==> src/mrc_pkg.sv <==
`default_nettype none

package mrc_pkg;

  // alpha format: unsigned fixed point, one unit is 1 << ALPHA_FRAC_BITS
  localparam int unsigned ALPHA_FRAC_BITS = 12;
  localparam int unsigned ALPHA_W         = ALPHA_FRAC_BITS + 1;
  localparam logic [ALPHA_W-1:0] ALPHA_ONE  = ALPHA_W'(1 << ALPHA_FRAC_BITS);
  localparam logic [ALPHA_W-1:0] ALPHA_HALF = ALPHA_W'(1 << (ALPHA_FRAC_BITS - 1));

  localparam int unsigned COLOUR_W = 8;
  localparam int unsigned TENTHS_W = 4;
  localparam int unsigned FRAME_W  = 21;

  localparam int unsigned MAX_PIXELS_DEF = 1048576;

  // configuration port
  localparam int unsigned CFG_INDEX_W = 3;
  localparam int unsigned CFG_DATA_W  = FRAME_W;

  typedef logic [CFG_INDEX_W-1:0] cfg_index_t;

  localparam cfg_index_t REG_ENABLE        = CFG_INDEX_W'(0);
  localparam cfg_index_t REG_SHOW_MATTE    = CFG_INDEX_W'(1);
  localparam cfg_index_t REG_CUTOFF_TENTHS = CFG_INDEX_W'(2);
  localparam cfg_index_t REG_EMA_TENTHS    = CFG_INDEX_W'(3);
  localparam cfg_index_t REG_FRAME_PIXELS  = CFG_INDEX_W'(4);

  localparam logic                RST_ENABLE       = 1'b1;
  localparam logic                RST_SHOW_MATTE   = 1'b0;
  localparam logic [TENTHS_W-1:0] RST_TENTHS       = '0;
  localparam logic [FRAME_W-1:0]  RST_FRAME_PIXELS = FRAME_W'(921600);

  typedef struct packed {
    logic [ALPHA_W-1:0]  matte_alpha;
    logic [COLOUR_W-1:0] fg_red;
    logic [COLOUR_W-1:0] fg_green;
    logic [COLOUR_W-1:0] fg_blue;
    logic [COLOUR_W-1:0] bg_red;
    logic [COLOUR_W-1:0] bg_green;
    logic [COLOUR_W-1:0] bg_blue;
    logic                frame_start;
  } pix_in_t;

  typedef struct packed {
    logic [COLOUR_W-1:0] out_red;
    logic [COLOUR_W-1:0] out_green;
    logic [COLOUR_W-1:0] out_blue;
  } pix_out_t;

  // pixel as it travels down the alpha pipeline
  typedef struct packed {
    logic [ALPHA_W-1:0]  alpha;
    logic [COLOUR_W-1:0] fg_red;
    logic [COLOUR_W-1:0] fg_green;
    logic [COLOUR_W-1:0] fg_blue;
    logic [COLOUR_W-1:0] bg_red;
    logic [COLOUR_W-1:0] bg_green;
    logic [COLOUR_W-1:0] bg_blue;
    logic                en;
    logic                show;
  } item_t;

  // history access for one pixel: wr writes back, rmw also smooths against the old entry
  typedef struct packed {
    logic rmw;
    logic wr;
  } hist_op_t;

  function automatic int unsigned addr_bits(int unsigned n);
    return (n > 1) ? $clog2(n) : 1;
  endfunction

endpackage

`default_nettype wire

==> src/mrc_ram.sv <==
`default_nettype none

module mrc_ram #(
  parameter int unsigned WIDTH = 8,
  parameter int unsigned DEPTH = 16
) (
  input  logic                                 clk,
  input  logic                                 we,
  input  logic [mrc_pkg::addr_bits(DEPTH)-1:0] waddr,
  input  logic [WIDTH-1:0]                     wdata,
  input  logic                                 re,
  input  logic [mrc_pkg::addr_bits(DEPTH)-1:0] raddr,
  output logic [WIDTH-1:0]                     rdata
);

  logic [WIDTH-1:0] mem [DEPTH];

  always_ff @(posedge clk) begin
    if (we) begin
      mem[waddr] <= wdata;
    end
  end

  // read-first: a read of the entry being written returns the old word
  always_ff @(posedge clk) begin
    if (re) begin
      rdata <= mem[raddr];
    end
  end

endmodule

`default_nettype wire

==> config.mk <==
export PLATFORM = sky130hd
export DESIGN_NAME = mrc_ram
export DESIGN_NICKNAME = d
export VERILOG_FILES = /design/src/mrc_pkg.sv /design/src/mrc_ram.sv
export SDC_FILE = /design/constraint.sdc
export NUM_CORES = 1
export LEC_CHECK = 0
export ABC_AREA = 1
export BUFFER_PORTS_ARGS = -buffer_cell sky130_fd_sc_hd__buf_2
export CAP_MARGIN = 20
export CORE_ASPECT_RATIO = 0.8
export CORE_MARGIN = 5
export CORE_UTILIZATION = 43
export CTS_CLUSTER_SIZE = 12
export DETAILED_ROUTE_END_ITERATION = 7
export PLACE_DENSITY = 0.57
export SYNTH_ARGS = -nofsm -noshare
export SYNTH_HDL_FRONTEND = slang
export SYNTH_SLANG_ARGS = --single-unit
export TNS_END_PERCENT = 20
==> constraint.sdc <==
create_clock -name clk -period 2 [get_ports clk]
set_input_delay 0.4 -clock clk [delete_from_list [all_inputs] [get_ports clk]]
set_output_delay 0.4 -clock clk [all_outputs]
set_load 0.01 [all_outputs]
==> summary.md <==
| Metric | Value |
|---|---|
| Status | finished clean |
| Final Net Count | 614 |
| Crit-path slowest cell | edfxtp_1 |
| 1st-pass router iterations | 5 |
| First-pass GRT wire length | around 22000 um |
| Inserted Diodes | 0 |
| Area grow syn2layout | 15.4% |
| Top sig layer | met4 |
| CTS sink cnt | 136 |
| Post-CTS Setup Bufs | 0 |
| Pwr dens | 940 mW/mm2 |
| Worst-path clk slew | 0.05 ns |
| Fillers | 1208 |
| CP Launch Type | register |
| Crit path cell chain | buf_2 |
| Worst slew margin | around 57% |
| Hold Path Class | primary input to register |
| Congestion Overflow GR | 0 |
| Worst-case clock buffer depth | 2 |
| Delay-heaviest family, CP | flip-flops |
| Hold Slack | 0.372 ns |
| CTS Hold Bufs | 0 |
| Setup Total Neg Slack | 0 ns |
| Vias/cell | between 4 and 5 |
| Final WL | ~14000 um |
| Initial antenna violation count | 0 |
| Met3 wire len | between 800 and 900 um |
| FF-to-FF Start | mem[13][7] |
| Max Fanout on Critical Path | 1 |
| Final Hold Fails | 0 |
| RSZ-0062 raised after global routing | false |
| Crit path to | rdata[5] |
| Routed Antenna Nets | 0 |
| Largest net degree at the start of global routing | 65 |
| Setup slack, reg-to-reg | 0.83 ns |
| Starting Density | 43.5% |
| Hold path startpoint | re |
| Max Fclk | a little over 700 MHz |
| Detailed placement HPWL | between 8000 and 9000 um |
| Worst VDD drop | 739 uV |
| Tmin final | 1.39 ns |
| Critical path type | register to output pin |
| Initial DRC count | 299 |
| Worst-margin pin slew | ~0.64 ns |
| Post-Syn Nets | 570 |
| Commonest cells after routing, fill and taps aside | nand2_1 (173), edfxtp_1 (136), inv_1 (100) |
| WL/cell | 17.5 um |
| IO Port Bufs | 26 |
| FP Rows | 38 |
| Multi-input gate area | around 0.0012 mm2 |
| Post-Syn Area per Cell | around 11 um2 |
| Leakage | 2.91 nW |
| Number of I/O pins | 27 |
| Yosys cell types | 11 |
| Post-route DRC | 0 |
| WP depth | 1 |
| Die area | 0.0160 mm2 |
| CTS H-tree lvls | 4 |
| #FFs+latches synth | between 100 and 150 |
| Chip width | 140 um |
| Met2 WL | a little over 6000 um |
| Post_cts resized | 0 |
| Commonest non-fill, non-tap cell in the layout | nand2_1 |
| Max incr delay on CP | 0.42 ns |
| Seq/Total Area, Yosys | 69.8% |
| CP arrival | 0.99 ns |
| Final setup fails | 0 |
| R2R cell count | 6 |
| Routed via count | 3874 |
| Clock root buffer | clkbuf_16 |
| Fraction of layout instances using a drive strength above 1 | 11.7% |
| Maximum Capacitance Violations | 0 |
| Number of buffers created by CTS | 17 |
| Period utilization | between 60% and 70% |
| RR Endpoint | rdata[7] |
| Die height | 114 um |
| Skew-Pair Late Insertion Delay | 0.41 ns |
| Storage cell area | 0.00408 mm2 |
| Global Route Usage Sum | between 10% and 20% |
| CP startpoint | rdata[5] |
| Util after Layout | 50.1% |
| GPL Wtd Cong | 0.818 |
| Core box area | 0.0135 mm2 |
| WL met1 | 6730 um |
| Slew Limit Fails | 0 |
| Setup crit end kind | output pin |
| Mapped cell area | 0.00585 mm2 |
| CP Data Required Time | 1.60 ns |
| Vias in the first global route | 3786 |
| Cells after synthesis | 551 |
| Synth warn | 0 |
| Clock Skew | 0.00668 ns |
| Worst Path Buf+Inv | 1 |
| CTS tree | done |
## Yosys cell counts (all sizes together)
cell,number,area share [%]
buf,24,2.8
nand2,173,11
nor2,17,1.1
nand3,97,8.3
nand3b,2,0.26
edfxtp,136,70
inv,102,6.5
## per-stage QoR
step                      setup WS [ns]  std cells  power (mW)  area, um2
after floorplan                   0.649        551        3.52       5850
after global placement            0.286        756        3.69       6250
after detailed placement          0.263        756        3.69       6250
after CTS                         0.598        785        6.40       6750
after global routing              0.587        785        6.56       6750
final                             0.615        785        6.34       6750
## routing by layer
metal  global-route usage [%]  vias up
met5                        0        -
met4                     4.78        0
met3                     4.43        8
met2                     26.8      124
met1                     27.0     1876
li1                         -     1866
## kinds of logic (layout without fill, tap and decap cells)
family	count (synthesis)	in the layout	synth area share, %
and+or+nand+nor	289	289	20.8
DFF	136	136	69.8
buffers and inverters	126	180	9.39
## power by group
part	total (mW)	switching, mW	internal [mW]
sequential	3.23	0.0184	3.21
combinational	0.400	0.282	0.119
clock	2.71	1.05	1.66
total	6.34	1.35	4.99
## sequential cells by signal (all words and copies together) (netlist names)
name / count
mem: 128
rdata: 8
## area by class of cell
class | count | area share, %
well taps | 180 | 3.34
inverters | 102 | 5.68
clock buffers | 21 | 6.53
flip-flops and latches | 136 | 60.5
multi-input cells | 289 | 18.0
repair buffers | 49 | 5.05
clock inverters | 8 | 0.872
## worst min-delay path by stage
stage / endpoint / cells past startpoint / slack [ns]
final: rdata[1] / 1 / 0.37
after detailed placement: rdata[4] / 6 / 0.73
after global placement: rdata[4] / 6 / 0.73
after CTS: rdata[1] / 1 / 0.36
after floorplan: mem[0][0] / 0 / 0.50
after global routing: rdata[1] / 1 / 0.36
No activity file was read; power rests on OpenSTA's default activity.
