[src/mrc_pkg.sv]
`default_nettype none

package mrc_pkg;

  // alpha format: unsigned fixed point, one unit is 1 << ALPHA_FRAC_BITS
  localparam int unsigned ALPHA_FRAC_BITS = 12;
  localparam int unsigned ALPHA_W         = ALPHA_FRAC_BITS + 1;
  localparam logic [ALPHA_W-1:0] ALPHA_ONE  = ALPHA_W'(1 << ALPHA_FRAC_BITS);
  localparam logic [ALPHA_W-1:0] ALPHA_HALF = ALPHA_W'(1 << (ALPHA_FRAC_BITS - 1));

  localparam int unsigned COLOUR_W = 8;
  localparam int unsigned TENTHS_W = 4;
  localparam int unsigned FRAME_W  = 21;

  localparam int unsigned MAX_PIXELS_DEF = 1048576;

  // configuration port
  localparam int unsigned CFG_INDEX_W = 3;
  localparam int unsigned CFG_DATA_W  = FRAME_W;

  typedef logic [CFG_INDEX_W-1:0] cfg_index_t;

  localparam cfg_index_t REG_ENABLE        = CFG_INDEX_W'(0);
  localparam cfg_index_t REG_SHOW_MATTE    = CFG_INDEX_W'(1);
  localparam cfg_index_t REG_CUTOFF_TENTHS = CFG_INDEX_W'(2);
  localparam cfg_index_t REG_EMA_TENTHS    = CFG_INDEX_W'(3);
  localparam cfg_index_t REG_FRAME_PIXELS  = CFG_INDEX_W'(4);

  localparam logic                RST_ENABLE       = 1'b1;
  localparam logic                RST_SHOW_MATTE   = 1'b0;
  localparam logic [TENTHS_W-1:0] RST_TENTHS       = '0;
  localparam logic [FRAME_W-1:0]  RST_FRAME_PIXELS = FRAME_W'(921600);

  typedef struct packed {
    logic [ALPHA_W-1:0]  matte_alpha;
    logic [COLOUR_W-1:0] fg_red;
    logic [COLOUR_W-1:0] fg_green;
    logic [COLOUR_W-1:0] fg_blue;
    logic [COLOUR_W-1:0] bg_red;
    logic [COLOUR_W-1:0] bg_green;
    logic [COLOUR_W-1:0] bg_blue;
    logic                frame_start;
  } pix_in_t;

  typedef struct packed {
    logic [COLOUR_W-1:0] out_red;
    logic [COLOUR_W-1:0] out_green;
    logic [COLOUR_W-1:0] out_blue;
  } pix_out_t;

  // pixel as it travels down the alpha pipeline
  typedef struct packed {
    logic [ALPHA_W-1:0]  alpha;
    logic [COLOUR_W-1:0] fg_red;
    logic [COLOUR_W-1:0] fg_green;
    logic [COLOUR_W-1:0] fg_blue;
    logic [COLOUR_W-1:0] bg_red;
    logic [COLOUR_W-1:0] bg_green;
    logic [COLOUR_W-1:0] bg_blue;
    logic                en;
    logic                show;
  } item_t;

  // history access for one pixel: wr writes back, rmw also smooths against the old entry
  typedef struct packed {
    logic rmw;
    logic wr;
  } hist_op_t;

  function automatic int unsigned addr_bits(int unsigned n);
    return (n > 1) ? $clog2(n) : 1;
  endfunction

endpackage

`default_nettype wire

[src/mrc_blend.sv]
`default_nettype none

module mrc_blend (
  input  logic              clk,
  input  logic              rst,
  input  logic              in_valid,
  input  mrc_pkg::item_t    in_item,
  output logic              ready,
  output logic              res_valid,
  input  logic              res_stall,
  output mrc_pkg::pix_out_t res_word
);

  import mrc_pkg::*;

  localparam int unsigned SUM_W = COLOUR_W + ALPHA_W;

  function automatic logic [COLOUR_W-1:0] sat_round(logic [SUM_W-1:0] v);
    logic [SUM_W-ALPHA_FRAC_BITS-1:0] s;
    s = v[SUM_W-1:ALPHA_FRAC_BITS];
    return (s > (SUM_W - ALPHA_FRAC_BITS)'(255)) ? COLOUR_W'(255) : s[COLOUR_W-1:0];
  endfunction

  function automatic logic [COLOUR_W-1:0] blend_ch(logic [COLOUR_W-1:0] f,
                                                   logic [COLOUR_W-1:0] b,
                                                   logic [ALPHA_W-1:0]  a);
    logic [SUM_W-1:0] v;
    v = SUM_W'(f) * SUM_W'(a) + SUM_W'(b) * SUM_W'(ALPHA_ONE - a) + SUM_W'(ALPHA_HALF);
    return sat_round(v);
  endfunction

  pix_out_t         res_next;
  logic [SUM_W-1:0] gray_sum;
  logic [COLOUR_W-1:0] gray;

  always_comb begin
    gray_sum = SUM_W'(in_item.alpha) * SUM_W'(255) + SUM_W'(ALPHA_HALF);
    gray     = sat_round(gray_sum);
    if (!in_item.en) begin
      res_next.out_red   = in_item.fg_red;
      res_next.out_green = in_item.fg_green;
      res_next.out_blue  = in_item.fg_blue;
    end else if (in_item.show) begin
      res_next.out_red   = gray;
      res_next.out_green = gray;
      res_next.out_blue  = gray;
    end else begin
      res_next.out_red   = blend_ch(in_item.fg_red, in_item.bg_red, in_item.alpha);
      res_next.out_green = blend_ch(in_item.fg_green, in_item.bg_green, in_item.alpha);
      res_next.out_blue  = blend_ch(in_item.fg_blue, in_item.bg_blue, in_item.alpha);
    end
  end

  assign ready = !res_valid || !res_stall;

  always_ff @(posedge clk) begin
    if (rst) begin
      res_valid <= 1'b0;
    end else if (ready) begin
      res_valid <= in_valid;
    end
  end

  always_ff @(posedge clk) begin
    if (ready && in_valid) begin
      res_word <= res_next;
    end
  end

endmodule

`default_nettype wire

[config.mk]
export PLATFORM = sky130hd
export DESIGN_NAME = mrc_blend
export DESIGN_NICKNAME = d
export VERILOG_FILES = /design/src/mrc_pkg.sv /design/src/mrc_blend.sv
export SDC_FILE = /design/constraint.sdc
export NUM_CORES = 2
export LEC_CHECK = 0
export BUFFER_PORTS_ARGS = -buffer_cell sky130_fd_sc_hd__buf_2
export CORE_UTILIZATION = 55
export DETAILED_ROUTE_END_ITERATION = 16
export PLACE_DENSITY = 0.74
export SYNTH_ARGS = -nofsm -noshare
export SYNTH_HDL_FRONTEND = slang
export SYNTH_SLANG_ARGS = --single-unit
[constraint.sdc]
create_clock -name clk -period 15 [get_ports clk]
set_input_delay 0.75 -clock clk [delete_from_list [all_inputs] [get_ports clk]]
set_output_delay 0.75 -clock clk [all_outputs]
set_load 0.01 [all_outputs]
==> metrics.txt <==
routed vias/inst around 5.5; First-pass DRT Iterations 6; Post-Syn Nets 3738; reg2reg start res_valid; nets@finish 3747; sequential cell area fraction in the yosys report about 2.9%; drt wl/cell 18.9 um; CP max stage cell a41oi_4; post-CTS setup buffers 0; Max Root-Sink Buffers 2; port buffer count 92; Critical Path Source in_item[52]; Final Hold Vio Count 0; post-CTS sizing 0; routed wire length about 64 mm; Warnings, synthesis 0; Final period util 56.9%; initial antenna violation count 2; H-tree Lvls 1; die width 216 um; Crit path max-delay family adder cells; CP peak stage delay 0.71 ns; vias in the first global route 20600; status finished clean; Cell variety after synth 59; num ports 93; crit start category input pin; EDFF count, synth 24; cell count after synthesis 2794; Non-Filler Instances 3403; Synth top area share 48.2%; Placer Congestion 0.913; hold buffers post-CTS 0; largest net degree at the start of global routing 51; Die Ht around 220 um; Yosys top cell by area fa_1; Max FO, Critical Path 31; latest clock arrival within the worst-skew pair 0.28 ns; Slew Viols, Final 0; DP Cell Count 3398; async set-reset flop share out of synthesis 0%; post-layout util 58.3%; Layout area overhead 4.62%; CP Class input pin to flip-flop; CTS tree built; GRT overflow 0; Slew @ Worst Pin 1.26 ns; initial core utilization 55.7%; via count 18600; min-delay src res_valid; Synth Area per Inst between 9 and 10 um2; placed wire-length estimate 51.6 mm; layout cells sized above 1 5.57%; worst min-delay path class flip-flop to flip-flop; flops & latches, synth 25; Core Area 45400 um2; FMAX 117 MHz; root buffer cell clkbuf_16; Critical Path End Type flip-flop; Fin Setup TNS 0 ns; final setup violation count 0; min cycle time layout about 8.5 ns; full die area 46900 um2; Residual DRC 0; Buf/Inv on CP 7; first-pass GRT wire length roughly 110 mm; CP dominant cell by count fa_1; clk sinks 25; Inserted Clock Buffers 3; initial DRC count 1184; Rows 78; Clock transition at path regs 0.08 ns; RSZ-0062 raised after global routing no; CP arrival 8.57 ns; WP data required 15.04 ns; Global Route Usage Sum 29.3%; leading post-synthesis cells by cell area fa_1 48%, ha_1 13%, inv_1 12%, and2_1 7.4%, nand2_1 5.5%; DRT antenna net count 0; clk_skew 0.00420 ns; ys flop type edfxtp_1; Synth Cell Area 25300 um2; Max Cap Viol 0; slew margin rel. between 10% and 20%
final cells by class:
cell class,count,area (um2)
sequential,25,741
tap,600,751
antenna,1,2.50
clock buffer,3,75.1
clock inverter,1,7.51
timing repair buffer,116,641
multi-input combinational,1876,21300
inverter,781,2930
fill,3867,18900
Yosys cell counts (3+ instances only):
cell type / n
a21o_1: 13
o21a_1: 5
a221o_1: 5
o32ai_1: 4
fa_1: 609
o31ai_1: 6
a211o_1: 6
a21oi_1: 27
and4_1: 4
nor2b_1: 5
a311oi_1: 5
nor2_1: 48
o21ai_1: 8
a311oi_2: 3
nand3_1: 12
xor2_1: 14
edfxtp_1: 24
xnor2_1: 64
a211oi_1: 8
nand2_1: 372
o21ai_0: 14
nand4_1: 9
and3_1: 7
a21boi_0: 3
ha_1: 268
o21bai_1: 3
inv_1: 781
and2_1: 299
nor3_1: 15
or2_2: 3
clkbuf_1: 110
flip-flops by register name, summed over array words and instances (netlist names):
name / flops
res_word: 24
res_valid: 1
worst register-to-register path, cell delays in order (launching register included):
cell and delay (ns):
dfxtp_1 0.33, nand2_1 0.06, and2_1 0.12, buf_4 0.37
logic make-up after synthesis:
family | Yosys count | share of synthesized area, %
AO/OA/AOI/OAI | 136 | 4.31
XOR/XNOR | 80 | 2.83
adder cells (fa/ha/maj) | 877 | 61.5
buffers and inverters | 893 | 13.3
flip-flops | 25 | 2.93
multiplexers | 1 | 0.0593
AND/OR/NAND/NOR | 782 | 15.2
path summary, 6_finish.rpt:
check        slack [ns]  cells after the start            to
min reg2reg        0.53                      2     res_valid
max                6.47                     27  res_word[15]
max reg2reg       13.77                      3   res_word[1]
min                0.53                      2     res_valid
placed cells by master, fill, tap and decap left out, types with 4 or more instances in the layout:
cell type  synthesis  routed
a21o_1            13      13
and4_1             4       4
and3_1             7       7
o21ai_1            8       8
inv_1            781     781
xnor2_1           64      53
a311oi_1           5       5
o31ai_1            6       6
a211o_1            6       6
nand2_1          372     372
o21a_1             5       5
nand3_1           12      12
xor2_1            14      14
nor2_1            48      48
nand4_1            9       9
a221o_1            5       5
edfxtp_1          24      24
xnor2_2            2      10
and2_1           299     299
o21ai_0           14      14
nor2b_1            5       5
buf_4              0      24
nor3_1            15      15
buf_2              2      92
a211oi_1           8       8
a21oi_1           27      27
fa_1             609     609
ha_1             268     268
o32ai_1            4       4
routing by layer:
layer / wire length (um) / GRT usage, % / up-vias
li1: - / - / 8104
met1: 24300 / 37.6 / 9553
met2: 32800 / 51.9 / 764
met3: 4370 / 2.16 / 168
met4: 2860 / 10.9 / 2
met5: 13 / 0 / -
per-stage QoR:
stage | cell area (um2) | setup WS [ns] | hold WS (ns)
after floorplan | 25300 | 7.20 | 0.537
after global placement | 26400 | 6.42 | 0.481
after detailed placement | 26400 | 6.19 | 0.516
after CTS | 26500 | 6.48 | 0.534
after global routing | 26500 | 5.98 | 0.550
final | 26500 | 6.47 | 0.530
Power is left out: the tool's default activity adds up to more than one toggle a clock period on the data nets, which glitch-free logic cannot reach.
