==> src/mrc_pkg.sv <==
`default_nettype none

package mrc_pkg;

  // alpha format: unsigned fixed point, one unit is 1 << ALPHA_FRAC_BITS
  localparam int unsigned ALPHA_FRAC_BITS = 12;
  localparam int unsigned ALPHA_W         = ALPHA_FRAC_BITS + 1;
  localparam logic [ALPHA_W-1:0] ALPHA_ONE  = ALPHA_W'(1 << ALPHA_FRAC_BITS);
  localparam logic [ALPHA_W-1:0] ALPHA_HALF = ALPHA_W'(1 << (ALPHA_FRAC_BITS - 1));

  localparam int unsigned COLOUR_W = 8;
  localparam int unsigned TENTHS_W = 4;
  localparam int unsigned FRAME_W  = 21;

  localparam int unsigned MAX_PIXELS_DEF = 1048576;

  // configuration port
  localparam int unsigned CFG_INDEX_W = 3;
  localparam int unsigned CFG_DATA_W  = FRAME_W;

  typedef logic [CFG_INDEX_W-1:0] cfg_index_t;

  localparam cfg_index_t REG_ENABLE        = CFG_INDEX_W'(0);
  localparam cfg_index_t REG_SHOW_MATTE    = CFG_INDEX_W'(1);
  localparam cfg_index_t REG_CUTOFF_TENTHS = CFG_INDEX_W'(2);
  localparam cfg_index_t REG_EMA_TENTHS    = CFG_INDEX_W'(3);
  localparam cfg_index_t REG_FRAME_PIXELS  = CFG_INDEX_W'(4);

  localparam logic                RST_ENABLE       = 1'b1;
  localparam logic                RST_SHOW_MATTE   = 1'b0;
  localparam logic [TENTHS_W-1:0] RST_TENTHS       = '0;
  localparam logic [FRAME_W-1:0]  RST_FRAME_PIXELS = FRAME_W'(921600);

  typedef struct packed {
    logic [ALPHA_W-1:0]  matte_alpha;
    logic [COLOUR_W-1:0] fg_red;
    logic [COLOUR_W-1:0] fg_green;
    logic [COLOUR_W-1:0] fg_blue;
    logic [COLOUR_W-1:0] bg_red;
    logic [COLOUR_W-1:0] bg_green;
    logic [COLOUR_W-1:0] bg_blue;
    logic                frame_start;
  } pix_in_t;

  typedef struct packed {
    logic [COLOUR_W-1:0] out_red;
    logic [COLOUR_W-1:0] out_green;
    logic [COLOUR_W-1:0] out_blue;
  } pix_out_t;

  // pixel as it travels down the alpha pipeline
  typedef struct packed {
    logic [ALPHA_W-1:0]  alpha;
    logic [COLOUR_W-1:0] fg_red;
    logic [COLOUR_W-1:0] fg_green;
    logic [COLOUR_W-1:0] fg_blue;
    logic [COLOUR_W-1:0] bg_red;
    logic [COLOUR_W-1:0] bg_green;
    logic [COLOUR_W-1:0] bg_blue;
    logic                en;
    logic                show;
  } item_t;

  // history access for one pixel: wr writes back, rmw also smooths against the old entry
  typedef struct packed {
    logic rmw;
    logic wr;
  } hist_op_t;

  function automatic int unsigned addr_bits(int unsigned n);
    return (n > 1) ? $clog2(n) : 1;
  endfunction

endpackage

`default_nettype wire

==> src/mrc_ctrl.sv <==
`default_nettype none

module mrc_ctrl #(
  parameter int unsigned MAX_PIXELS = mrc_pkg::MAX_PIXELS_DEF
) (
  input  logic                                      clk,
  input  logic                                      rst,
  input  logic                                      advance,
  input  logic                                      frame_start,
  input  logic                                      enable,
  input  logic                                      ema_on,
  input  logic                                      frame_wr,
  input  logic [mrc_pkg::FRAME_W-1:0]               frame_pixels,
  output logic [mrc_pkg::addr_bits(MAX_PIXELS)-1:0] addr,
  output mrc_pkg::hist_op_t                         op
);

  import mrc_pkg::*;

  localparam int unsigned AW = addr_bits(MAX_PIXELS);

  logic [AW-1:0] pixel_address;
  logic          hist_valid;
  logic          hist_filling;

  logic [AW-1:0] pixel_address_next;
  logic          hist_valid_next;
  logic          hist_filling_next;
  logic [AW-1:0] len_m1;
  logic          restart;
  logic          last;
  logic          valid_cur;
  logic          filling_cur;

  always_comb begin
    if (frame_pixels == '0) begin
      len_m1 = '0;
    end else if (32'(frame_pixels) > 32'(MAX_PIXELS)) begin
      len_m1 = AW'(MAX_PIXELS - 1);
    end else begin
      len_m1 = AW'(frame_pixels - FRAME_W'(1));
    end
  end

  // early frame start means the frame size was wrong
  assign restart     = frame_start && (pixel_address != '0);
  assign addr        = frame_start ? '0 : pixel_address;
  assign last        = (addr == len_m1);
  assign valid_cur   = restart ? 1'b0 : hist_valid;
  assign filling_cur = restart ? 1'b0 : hist_filling;

  always_comb begin
    op                 = '0;
    hist_valid_next    = valid_cur;
    hist_filling_next  = filling_cur;
    pixel_address_next = last ? '0 : addr + AW'(1);
    if (enable) begin
      if (!ema_on) begin
        hist_valid_next   = 1'b0;
        hist_filling_next = 1'b0;
      end else if (valid_cur) begin
        op.rmw = 1'b1;
        op.wr  = 1'b1;
      end else begin
        op.wr = 1'b1;
        if (addr == '0) begin
          hist_filling_next = 1'b1;
        end
        // only a fill that began at the first pixel validates
        if (last && hist_filling_next) begin
          hist_valid_next   = 1'b1;
          hist_filling_next = 1'b0;
        end
      end
    end
  end

  always_ff @(posedge clk) begin
    if (rst || frame_wr) begin
      pixel_address <= '0;
      hist_valid    <= 1'b0;
      hist_filling  <= 1'b0;
    end else if (advance) begin
      pixel_address <= pixel_address_next;
      hist_valid    <= hist_valid_next;
      hist_filling  <= hist_filling_next;
    end
  end

  a_fill_xor_valid: assert property (@(posedge clk) disable iff (rst)
    !(hist_valid && hist_filling))
    else $error("history valid while still filling");

  a_addr_in_frame: assert property (@(posedge clk) disable iff (rst)
    pixel_address <= len_m1)
    else $error("pixel address beyond frame");

endmodule

`default_nettype wire

==> config.mk <==
export PLATFORM = sky130hd
export DESIGN_NAME = mrc_ctrl
export DESIGN_NICKNAME = d
export VERILOG_FILES = /design/src/mrc_pkg.sv /design/src/mrc_ctrl.sv
export SDC_FILE = /design/constraint.sdc
export NUM_CORES = 1
export LEC_CHECK = 0
export ABC_CLOCK_PERIOD_IN_PS = 3350
export BUFFER_PORTS_ARGS = -buffer_cell sky130_fd_sc_hd__clkbuf_2
export CORE_MARGIN = 8
export CORE_UTILIZATION = 55
export CTS_CLUSTER_SIZE = 30
export DETAILED_ROUTE_END_ITERATION = 8
export PLACE_DENSITY = 0.88
export SLEW_MARGIN = 20
export SYNTH_ARGS = -nofsm -noshare
export SYNTH_HDL_FRONTEND = slang
export SYNTH_SLANG_ARGS = --single-unit
==> constraint.sdc <==
create_clock -name clk -period 3.35 [get_ports clk]
set_input_delay 0.5025 -clock clk [delete_from_list [all_inputs] [get_ports clk]]
set_output_delay 0.5025 -clock clk [all_outputs]
set_load 0.02 [all_outputs]
==> results.cfg <==
[clock_tree]
post_cts_buffers = 0
cts-htree-levels = 1
numCtsBuffers = 3
cts.clk_slew.worst_paths_ns = 0.08
clkSinkCount = 22
cts_tree = yes
post_cts_resized = 0
cts_max_path_buffers = 2
cts_root_buf = clkbuf_8
clk_latency_ns = 0.27
cts_hold_buf = 0

[global_route]
top_usage_layer = met2
grt_max_degree = 19
use_met1_pct = 30.0
antenna_found_initial = 0
use_met2_pct = 40.5
globalRouteOverflowTotal = 0
use_met3_pct = 4.39
grt_use_total_pct = 25.0
grt_pass1_wl_um = 14900
grt_pass1_vias = 3026

[synth]
ys_dominant_reg_cell = dfxtp_1
synth_top_area_share_pct = 17.8
synthCells = 346
avgSynthCellArea_um2 = 7.15
ys_types = 61
yosysTopAreaCell = dfxtp_1
synth_common_cells = 39 x nand2_1, 27 x nor2_1, 27 x xnor2_1
seq_area_frac_synth_pct = 17.8
yosysWarningCount = 0
syn-cell-area_um2 = 2470
synth_fp_nets = 377
async_flop_share_pct = 0
synth_area_leaders = dfxtp_1 18%, xnor2_1 9.6%, a22o_1 6.4%, nand2_1 5.9%, nor2_1 4.1%
synth-seq-cells = 22
synth_edf_count = 0
synth_most_common_cell = nand2_1

[sta]
max-slew-margin-rel_pct = 51.4
clock_skew_ns = 0.00599
worst_pin_slew_ns = 0.726
period_share_pct = 92.3
rsz0062_at_grt = no
max_freq_ghz = 0.323
report.final.slew_viol_count = 0
tns_ns = 0
finalHoldViolCount = 0
fin_crit_ns = 3.09
final-setup-viol-count = 0

[min_path]
hp-start = pixel_address[11]
hold_path_end = pixel_address[11]
hold_path_class = reg -> reg
min_path_cells = 1

[critical_path]
crit_family = compound AO/OA/AOI/OAI gates
crit_buf_inv = 2
r2r_slack_ns = 0.64
critPathCaptureType = flop
crit_slowest_cell = or4_1
rr_worst_depth = 11
cp_max_fo = 9
required_ns = 3.52
start_kind = input port
cp_data_arrival_time_ns = 3.26
worstSetupPathType = in -> reg
crit_top_cell = a21oi_1
r2r_end = pixel_address[4]
slowest_delay_ns = 0.56
rr_startpoint = pixel_address[2]
cp_cell_sequence = clkbuf_2 > or4_1 > o41ai_1 > a21oi_1 > a21oi_1 > a21oi_1 > a211oi_1 > and3_1 > and4bb_4 > nor2_4 > buf_12 > a221o_1

[die]
start_util_pct = 56.8
fp.dieH_um = 83.1
core-area_um2 = 4350
num_rows = 24
io_pins = 50
dieArea_um2 = 6900
die_w_um = 83.1

[routing]
drt_iter0_markers = 321
dr_total_vias = 3131
routed_wl_um = 8980
drc_errors = 0
wire_per_inst_um = 18.8
dr.pass1.iters = 6
detail-route-antenna-nets = 0
viasPerCell = 6.55

[layout]
num-nets-final = 458
design_area_um2 = 3130
area_growth_pct = 26.6
drive_gt1_share_pct = 25.8
antennaDiodeCount = 0
multiInputGateArea_um2 = 1890
ff_latch_area_um2 = 440
nFillCells = 361

[placed_design]
place.gp.congestion = 1.02
dpl.hpwl_um = 7260
postPlaceCellArea_um2 = 3060
io_buffers = 49

[power_and_ir_drop]
leakagePower_nw = 1.43
p_total_mw = 0.661
ir_drop_mv = 0.130
power.density_nw_per_um2 = 211

[outcome]
status = completed

[run]
max_cap_viol_count = 0
-- worst register-to-register path, delay by kind of cell (launching register included) --
kind	cells	cell delay, ns
DFF	1	0.40
buffers and inverters	2	0.35
and+or+nand+nor	6	1.30
AOI/OAI and AO/OA	3	0.55
-- logic make-up (layout without fill, tap and decap cells) --
logic type	after synthesis	in the layout	synth area share, %
xor+xnor	33	33	11.7
compound gates	87	87	26.0
flops	22	22	17.8
buf+inv	39	119	6.32
simple gates	159	159	35.4
fa+ha+maj	4	4	1.92
mux	2	2	0.859
-- layout by cell type, fill, tap and decap left out, types with 4 or more instances in the layout --
cell type and n:
nand2_1 39, buf_4 42, a211oi_1 4, nor2_1 27
clkbuf_2 49, o211ai_1 4, o21ai_0 10, xor2_1 6
dfxtp_1 22, nor2b_1 9, inv_1 23, and3_1 13
and2_1 4, xnor2_1 27, o22ai_1 4, nand3_1 11
nor4_1 5, nand4_1 8, nor3_1 11, or4_1 5
or3_1 5, a22o_1 18, a21oi_1 16
-- layer usage --
| layer | up-vias | part of all wire [%] | wire (um) |
|---|---|---|---|
| met5 | - | 0 | 0 |
| met4 | 0 | 4.9 | 440 |
| met3 | 42 | 9.1 | 815 |
| met2 | 216 | 46 | 4170 |
| met1 | 1430 | 40 | 3560 |
| li1 | 1443 | - | - |
-- power breakdown --
| group | total (mW) | internal, mW | switching, mW |
|---|---|---|---|
| clock | 0.251 | 0.160 | 0.0913 |
| sequential | 0.264 | 0.263 | 0.00137 |
| combinational | 0.146 | 0.0601 | 0.0862 |
| total | 0.661 | 0.482 | 0.179 |
-- flip-flops by register name, summed over array words and instances, names as in the netlist --
register and flops:
pixel_address 20, hist_valid 1, hist_filling 1
-- how the worst max path moves through the flow --
stage	start	to	slack [ns]	depth (start not counted)
after floorplan	frame_start	pixel_address[18]	0.13	15
after global placement	frame_pixels[2]	pixel_address[4]	0.11	13
after detailed placement	frame_pixels[0]	pixel_address[4]	0.05	14
after CTS	frame_pixels[0]	pixel_address[4]	0.33	14
after global routing	frame_pixels[1]	pixel_address[4]	0.14	15
final	frame_pixels[2]	pixel_address[4]	0.26	12
-- cell type report --
cell class | count | share of cell area, %
flip-flops and latches | 22 | 14.1
repair buffers | 92 | 18.5
clock buffers | 3 | 1.32
well taps | 52 | 2.08
clock inverters | 1 | 0.958
inverters | 23 | 2.76
multi-input cells | 285 | 60.3
-- per-stage QoR --
stage               setup WS, ns  std cells  util [%]  hold slack, ns
CTS                        0.327        478      71.8           0.519
global placement           0.109        474      70.2           0.479
floorplan                  0.131        346         -           0.457
finish                     0.258        478      72.0           0.514
detailed placement        0.0485        474      70.2           0.497
global route               0.136        478      72.0           0.547
Power figures use the tool's default switching activity.
