===== config.mk =====
export PLATFORM = sky130hd
export DESIGN_NAME = mrc_refine
export DESIGN_NICKNAME = d
export VERILOG_FILES = /design/src/mrc_pkg.sv /design/src/mrc_refine.sv
export SDC_FILE = /design/constraint.sdc
export NUM_CORES = 2
export LEC_CHECK = 0
export ABC_AREA = 1
export BUFFER_PORTS_ARGS = -buffer_cell sky130_fd_sc_hd__buf_2
export CAP_MARGIN = 20
export CORE_ASPECT_RATIO = 1.2
export CORE_MARGIN = 2
export CORE_UTILIZATION = 52
export DETAILED_ROUTE_END_ITERATION = 10
export PLACE_DENSITY = 0.7
export SLEW_MARGIN = 15
export SYNTH_ARGS = -nofsm -noshare
export SYNTH_HDL_FRONTEND = slang
export SYNTH_SLANG_ARGS = --single-unit

===== constraint.sdc =====
create_clock -name clk -period 19.1 [get_ports clk]
set_clock_uncertainty 0.05 [all_clocks]
set_input_delay 1.91 -clock clk [delete_from_list [all_inputs] [get_ports clk]]
set_output_delay 1.91 -clock clk [all_outputs]
set_load 0.005 [all_outputs]

===== src/mrc_pkg.sv =====
`default_nettype none

package mrc_pkg;

  // alpha format: unsigned fixed point, one unit is 1 << ALPHA_FRAC_BITS
  localparam int unsigned ALPHA_FRAC_BITS = 12;
  localparam int unsigned ALPHA_W         = ALPHA_FRAC_BITS + 1;
  localparam logic [ALPHA_W-1:0] ALPHA_ONE  = ALPHA_W'(1 << ALPHA_FRAC_BITS);
  localparam logic [ALPHA_W-1:0] ALPHA_HALF = ALPHA_W'(1 << (ALPHA_FRAC_BITS - 1));

  localparam int unsigned COLOUR_W = 8;
  localparam int unsigned TENTHS_W = 4;
  localparam int unsigned FRAME_W  = 21;

  localparam int unsigned MAX_PIXELS_DEF = 1048576;

  // configuration port
  localparam int unsigned CFG_INDEX_W = 3;
  localparam int unsigned CFG_DATA_W  = FRAME_W;

  typedef logic [CFG_INDEX_W-1:0] cfg_index_t;

  localparam cfg_index_t REG_ENABLE        = CFG_INDEX_W'(0);
  localparam cfg_index_t REG_SHOW_MATTE    = CFG_INDEX_W'(1);
  localparam cfg_index_t REG_CUTOFF_TENTHS = CFG_INDEX_W'(2);
  localparam cfg_index_t REG_EMA_TENTHS    = CFG_INDEX_W'(3);
  localparam cfg_index_t REG_FRAME_PIXELS  = CFG_INDEX_W'(4);

  localparam logic                RST_ENABLE       = 1'b1;
  localparam logic                RST_SHOW_MATTE   = 1'b0;
  localparam logic [TENTHS_W-1:0] RST_TENTHS       = '0;
  localparam logic [FRAME_W-1:0]  RST_FRAME_PIXELS = FRAME_W'(921600);

  typedef struct packed {
    logic [ALPHA_W-1:0]  matte_alpha;
    logic [COLOUR_W-1:0] fg_red;
    logic [COLOUR_W-1:0] fg_green;
    logic [COLOUR_W-1:0] fg_blue;
    logic [COLOUR_W-1:0] bg_red;
    logic [COLOUR_W-1:0] bg_green;
    logic [COLOUR_W-1:0] bg_blue;
    logic                frame_start;
  } pix_in_t;

  typedef struct packed {
    logic [COLOUR_W-1:0] out_red;
    logic [COLOUR_W-1:0] out_green;
    logic [COLOUR_W-1:0] out_blue;
  } pix_out_t;

  // pixel as it travels down the alpha pipeline
  typedef struct packed {
    logic [ALPHA_W-1:0]  alpha;
    logic [COLOUR_W-1:0] fg_red;
    logic [COLOUR_W-1:0] fg_green;
    logic [COLOUR_W-1:0] fg_blue;
    logic [COLOUR_W-1:0] bg_red;
    logic [COLOUR_W-1:0] bg_green;
    logic [COLOUR_W-1:0] bg_blue;
    logic                en;
    logic                show;
  } item_t;

  // history access for one pixel: wr writes back, rmw also smooths against the old entry
  typedef struct packed {
    logic rmw;
    logic wr;
  } hist_op_t;

  function automatic int unsigned addr_bits(int unsigned n);
    return (n > 1) ? $clog2(n) : 1;
  endfunction

endpackage

`default_nettype wire


===== src/mrc_refine.sv =====
`default_nettype none

module mrc_refine #(
  parameter int unsigned MAX_PIXELS = mrc_pkg::MAX_PIXELS_DEF
) (
  input  logic                                      clk,
  input  logic                                      rst,
  input  logic                                      load,
  input  mrc_pkg::item_t                            load_item,
  input  logic [mrc_pkg::addr_bits(MAX_PIXELS)-1:0] load_addr,
  input  mrc_pkg::hist_op_t                         load_op,
  output logic                                      ready,
  input  logic [mrc_pkg::addr_bits(MAX_PIXELS)-1:0] probe_addr,
  input  logic                                      probe_rmw,
  output logic                                      hazard,
  input  logic [mrc_pkg::TENTHS_W-1:0]              cutoff_tenths,
  input  logic [mrc_pkg::TENTHS_W-1:0]              ema_tenths,
  input  logic [mrc_pkg::ALPHA_W-1:0]               hist_rdata,
  output logic                                      hist_we,
  output logic [mrc_pkg::addr_bits(MAX_PIXELS)-1:0] hist_waddr,
  output logic [mrc_pkg::ALPHA_W-1:0]               hist_wdata,
  output logic                                      out_valid,
  output mrc_pkg::item_t                            out_item,
  input  logic                                      out_ready
);

  import mrc_pkg::*;

  localparam int unsigned AW          = addr_bits(MAX_PIXELS);
  localparam int unsigned NUM_W       = ALPHA_W + 4;           // holds ten times one
  localparam int unsigned RECIP_SHIFT = 16;
  localparam int unsigned RECIP_W     = RECIP_SHIFT + 1;
  localparam int unsigned PROD_W      = NUM_W + RECIP_W;
  localparam int unsigned Q_W         = PROD_W - RECIP_SHIFT;
  localparam int unsigned QD_W        = Q_W + TENTHS_W;
  localparam int unsigned DIV10_SHIFT = 19;
  localparam int unsigned DIV10_W     = 16;
  localparam logic [DIV10_W-1:0] DIV10_MUL = DIV10_W'(52429);  // exact below 81920
  localparam int unsigned HP_W        = NUM_W + DIV10_W;
  localparam logic [TENTHS_W-1:0] TEN = TENTHS_W'(10);

  function automatic logic [TENTHS_W-1:0] tenths_clamp(logic [TENTHS_W-1:0] v);
    return (v > TEN) ? TEN : v;
  endfunction

  // floor(2^16 / d)
  function automatic logic [RECIP_W-1:0] recip_tenth(logic [TENTHS_W-1:0] d);
    logic [RECIP_W-1:0] r;
    case (d)
      4'd1:    r = RECIP_W'(65536);
      4'd2:    r = RECIP_W'(32768);
      4'd3:    r = RECIP_W'(21845);
      4'd4:    r = RECIP_W'(16384);
      4'd5:    r = RECIP_W'(13107);
      4'd6:    r = RECIP_W'(10922);
      4'd7:    r = RECIP_W'(9362);
      4'd8:    r = RECIP_W'(8192);
      4'd9:    r = RECIP_W'(7281);
      default: r = '0;
    endcase
    return r;
  endfunction

  logic v1, v2, v3, v4, v5;
  logic r1, r2, r3, r4, r5;

  item_t         it1, it2, it3, it4, it5;
  logic [AW-1:0] addr1, addr2, addr3, addr4;
  hist_op_t      op1, op2, op3, op4;

  logic [ALPHA_W-1:0] hist2, hist3;
  logic [NUM_W-1:0]   x2;
  logic [PROD_W-1:0]  prod2;
  logic               pass2, zero2;
  logic [NUM_W-1:0]   sum4;

  // stage 1: cutoff numerator and reciprocal product
  logic [TENTHS_W-1:0] c1, d1;
  logic [NUM_W-1:0]    ten_a1, c_one1, x1;
  logic [PROD_W-1:0]   prod1;
  logic                pass1, zero1;

  always_comb begin
    c1     = tenths_clamp(cutoff_tenths);
    d1     = TEN - c1;
    ten_a1 = NUM_W'(it1.alpha) * NUM_W'(10);
    c_one1 = NUM_W'(c1) << ALPHA_FRAC_BITS;
    pass1  = (c1 == '0);
    zero1  = (ten_a1 <= c_one1);
    x1     = ten_a1 - c_one1 + NUM_W'(d1 >> 1);
    prod1  = PROD_W'(x1) * PROD_W'(recip_tenth(d1));
  end

  // stage 2: quotient correction and clamp
  logic [TENTHS_W-1:0] d2;
  logic [Q_W-1:0]      q0, q;
  logic [QD_W-1:0]     rem2;
  logic [ALPHA_W-1:0]  acut;
  item_t               it2_cut;

  always_comb begin
    d2   = TEN - tenths_clamp(cutoff_tenths);
    q0   = prod2[PROD_W-1:RECIP_SHIFT];
    rem2 = QD_W'(x2) - QD_W'(q0) * QD_W'(d2);
    q    = (rem2 >= QD_W'(d2)) ? q0 + Q_W'(1) : q0;
    if (pass2) begin
      acut = it2.alpha;
    end else if (zero2) begin
      acut = '0;
    end else if (q > Q_W'(ALPHA_ONE)) begin
      acut = ALPHA_ONE;
    end else begin
      acut = q[ALPHA_W-1:0];
    end
    it2_cut       = it2;
    it2_cut.alpha = acut;
  end

  // stage 3: weighted sum of history and new alpha
  logic [TENTHS_W-1:0] e3;
  logic [NUM_W-1:0]    sum3;

  always_comb begin
    e3   = tenths_clamp(ema_tenths);
    sum3 = NUM_W'(hist3) * NUM_W'(e3) + NUM_W'(it3.alpha) * NUM_W'(TEN - e3)
           + NUM_W'(5);
  end

  // stage 4: divide by ten, write back
  logic [HP_W-1:0]    hprod4;
  logic [ALPHA_W-1:0] hnew4;
  item_t              it4_fin;

  always_comb begin
    hprod4 = HP_W'(sum4) * HP_W'(DIV10_MUL);
    if (hprod4[HP_W-1:DIV10_SHIFT] > (HP_W - DIV10_SHIFT)'(ALPHA_ONE)) begin
      hnew4 = ALPHA_ONE;
    end else begin
      hnew4 = hprod4[DIV10_SHIFT+ALPHA_W-1:DIV10_SHIFT];
    end
    it4_fin = it4;
    if (op4.rmw) begin
      it4_fin.alpha = hnew4;
    end
  end

  assign r5    = !v5 || out_ready;
  assign r4    = !v4 || r5;
  assign r3    = !v3 || r4;
  assign r2    = !v2 || r3;
  assign r1    = !v1 || r2;
  assign ready = r1;

  // any older pixel of the same address that has not yet written its entry blocks a smoothing read
  assign hazard = probe_rmw && (
      (v1 && op1.wr && (addr1 == probe_addr)) ||
      (v2 && op2.wr && (addr2 == probe_addr)) ||
      (v3 && op3.wr && (addr3 == probe_addr)) ||
      (v4 && op4.wr && (addr4 == probe_addr)));

  assign hist_we    = v4 && r5 && op4.wr;
  assign hist_waddr = addr4;
  assign hist_wdata = it4_fin.alpha;

  assign out_valid = v5;
  assign out_item  = it5;

  always_ff @(posedge clk) begin
    if (rst) begin
      v1 <= 1'b0;
      v2 <= 1'b0;
      v3 <= 1'b0;
      v4 <= 1'b0;
      v5 <= 1'b0;
    end else begin
      if (r1) v1 <= load;
      if (r2) v2 <= v1;
      if (r3) v3 <= v2;
      if (r4) v4 <= v3;
      if (r5) v5 <= v4;
    end
  end

  always_ff @(posedge clk) begin
    if (r1 && load) begin
      it1   <= load_item;
      addr1 <= load_addr;
      op1   <= load_op;
    end
    // memory word of the stage 1 pixel is held until the next load
    if (r2 && v1) begin
      it2   <= it1;
      addr2 <= addr1;
      op2   <= op1;
      hist2 <= hist_rdata;
      x2    <= x1;
      prod2 <= prod1;
      pass2 <= pass1;
      zero2 <= zero1;
    end
    if (r3 && v2) begin
      it3   <= it2_cut;
      addr3 <= addr2;
      op3   <= op2;
      hist3 <= hist2;
    end
    if (r4 && v3) begin
      it4   <= it3;
      addr4 <= addr3;
      op4   <= op3;
      sum4  <= sum3;
    end
    if (r5 && v4) begin
      it5 <= it4_fin;
    end
  end

  a_wdata_range: assert property (@(posedge clk) disable iff (rst)
    hist_we |-> (hist_wdata <= ALPHA_ONE))
    else $error("history write above one");

  a_alpha_range: assert property (@(posedge clk) disable iff (rst)
    out_valid |-> (out_item.alpha <= ALPHA_ONE))
    else $error("refined alpha above one");

endmodule

`default_nettype wire


==> results.cfg <==
[outcome]
result_of_the_run = completed

[synth]
synthArstFlopShare_pct = 0
post_synth.cell_area_avg_um2 = 10.3
synth_area_um2 = 39300
syn_nets = 4776
synth_enable_flop_cells = 483
synth_area_leader_cell = sky130_fd_sc_hd__edfxtp_1
synth_ff_type = sky130_fd_sc_hd__edfxtp_1
synth.ff_latch_count = 488
synth_cell_types = 51
post_synth_inst_count = 3825
synth_top_area_share_pct = 36.9
ys_top_cells_by_area = sky130_fd_sc_hd__edfxtp_1 (37%), sky130_fd_sc_hd__fa_1 (23%), sky130_fd_sc_hd__ha_1 (12%)
synthesis.yosys.warnings = 0
yosysSeqAreaShare_pct = 37.1

[route]
via_count = 26900
wl_mm = 99.4
drt_iter0_drc = 2144
drtPass1Iterations = 6
detail_route.vias_per_cell = 5.24
drcViolationCount = 0
drt-wirelength-per-cell_um = 19.4
antenna_violating_nets_post_route = 0

[clocking]
hold_buffers = 0
cts_tree = done
register_clock_pin_slew_on_the_reported_worst_setup_and_hold_paths_ns = 0.06
tritoncts.num_buffers = 50
postCtsResizedCells = 0
cts_root_buf = sky130_fd_sc_hd__clkbuf_16
clock_path_buffers = 3
post-cts-setup-buffers = 0
cts-htree-levels = 2
clock_sink_count = 488
clk_latency_ns = 0.60

[sta]
post-route-period-util_pct = 65.5
grt_setup_unrepaired = no
setup_tns_ns = 0
max_freq_mhz = 79.9
postLayoutSetupSlackWorst_ns = 6.58
worst_rel_slew_slack_pct = 23.2
worst_pin_slew_ns = 1.15
final_hold_viol_count = 0
min_period_ns = 12.52
setup_viol_count_final = 0
final-max-slew-violation-count = 0

[placed_design]
port-buffer-count = 230
post-place-cells = 5036
detailedPlacementHpwl_mm = 81.9
placement.setup.worst_slack_ns = 6.14
gpl.final_weighted_congestion = 0.976

[worst_setup_path]
critPathArrivalTime_ns = 12.81
cp.required_ns = 19.39
worstSetupStartpointType = input port
cp_slowest_cell = sky130_fd_sc_hd__xor2_1
worst_setup_path_end_kind = flip-flop
max_stage_delay_ns = 0.74
critPathMostFrequentCell = sky130_fd_sc_hd__inv_1
crit_type = input port to flip-flop
critical_path_peak_fanout = 20

[floorplan]
initial_standard_cell_utilization_of_the_core_pct = 52.4
dieArea_um2 = 77900
fp-row-count = 110
ios = 231
core-area_um2 = 75000
die_width_um = 255
die-height_um = 305

[layout]
multi_input_area_um2 = 21300
finalNonFillerCells = 5129
drive_gt1_share_pct = 9.66
layout_commonest_cell = sky130_fd_sc_hd__inv_1
layout_common_cells = sky130_fd_sc_hd__inv_1 (838), sky130_fd_sc_hd__nand2_1 (663), sky130_fd_sc_hd__edfxtp_1 (483), sky130_fd_sc_hd__fa_1 (444), sky130_fd_sc_hd__ha_1 (376)
fillers = 6453
area_growth_pct = 10.0
nNetsFinal = 5031
layout.area.seq_um2 = 14600

[global_route]
grt.overflow.total = 0
grt_antenna_before_repair = 4
grt_first_pass_wirelength_mm = 156
vias_in_the_first_global_route = 28300
grt_max_degree = 65
grt_use_total_pct = 26.4

[job]
timing.max_cap.violations = 0

[hold_path]
hold_path_class = flip-flop to flip-flop
[per-stage QoR]
| stage | area [um^2] | utilization, % | hold slack [ns] |
|---|---|---|---|
| 2_1_floorplan | 39300 | - | 0.350 |
| 4_1_cts | 43300 | 57.7 | 0.329 |
| 5_1_grt | 43300 | 57.7 | 0.343 |
| 3_3_place_gp | 41700 | 55.7 | 0.350 |
| 6_report | 43300 | 57.7 | 0.336 |
| 3_5_place_dp | 41700 | 55.7 | 0.355 |
[registers in the layout (all words and copies together), names as in the netlist, 2 cells and up]
signal	count
op4	2
it1	63
hist3	13
prod2	18
it3	63
hist_waddr	20
addr1	20
op1	2
sum4	17
x2	17
addr3	20
op2	2
out_item	63
it2	63
op3	2
hist2	13
addr2	20
it4	63
[layout make-up]
class,instances,area share [%]
inverter,859,7.46
clock buffer,59,2.97
clock inverter,32,0.549
timing repair buffer,256,3.11
sequential,488,33.7
tap,1008,2.91
multi-input combinational,2425,49.2
antenna,2,0.0116
[metal layers]
layer  share of wire [%]  global-route usage [%]  up-vias
met5               0.016                       0        -
met4                 5.7                    13.5        2
met3                 5.0                    3.13      265
met2                  51                    46.1      872
met1                  38                    32.0    13100
li1                    -                       -    12600
[critical path: cells and delay by family]
kind	cells	cell delay, ns
AOI/OAI and AO/OA	9	1.71
and+or+nand+nor	8	1.82
buffers and inverters	10	1.94
adders and majority gates	10	4.49
xor gates and xnor gates	2	0.90
[worst paths after layout]
path | slack, ns | end | from | cells after the start
worst max-delay path | 6.58 | prod2[32] | cutoff_tenths[0] | 39
worst min-delay path | 0.34 | it3[20] | it2[20] | 0
worst max register to register | 8.90 | prod2[32] | it1[51] | 42
worst min register to register | 0.34 | it3[20] | it2[20] | 0
[cells in the mapped netlist, types with 21 or more instances]
cell type / number
sky130_fd_sc_hd__edfxtp_1: 483
sky130_fd_sc_hd__nand4_1: 29
sky130_fd_sc_hd__fa_1: 444
sky130_fd_sc_hd__nand2_1: 663
sky130_fd_sc_hd__a21oi_1: 135
sky130_fd_sc_hd__nor2_1: 329
sky130_fd_sc_hd__clkbuf_1: 49
sky130_fd_sc_hd__xor2_1: 89
sky130_fd_sc_hd__o21ai_0: 76
sky130_fd_sc_hd__inv_1: 840
sky130_fd_sc_hd__ha_1: 376
sky130_fd_sc_hd__nor3_1: 21
sky130_fd_sc_hd__nand3_1: 67
sky130_fd_sc_hd__xnor2_1: 30
[logic make-up (layout without fill, tap and decap cells)]
logic type | after synthesis | in the layout | synth area share, %
compound gates | 292 | 292 | 4.21
xor+xnor | 119 | 119 | 2.65
fa+ha+maj | 820 | 820 | 34.6
buf+inv | 912 | 1206 | 8.79
flops | 488 | 488 | 37.1
other cells | 0 | 2 | 0
simple gates | 1194 | 1194 | 12.7
Power is left out: the tool's default activity adds up to more than one toggle a clock period on the data nets, which glitch-free logic cannot reach.
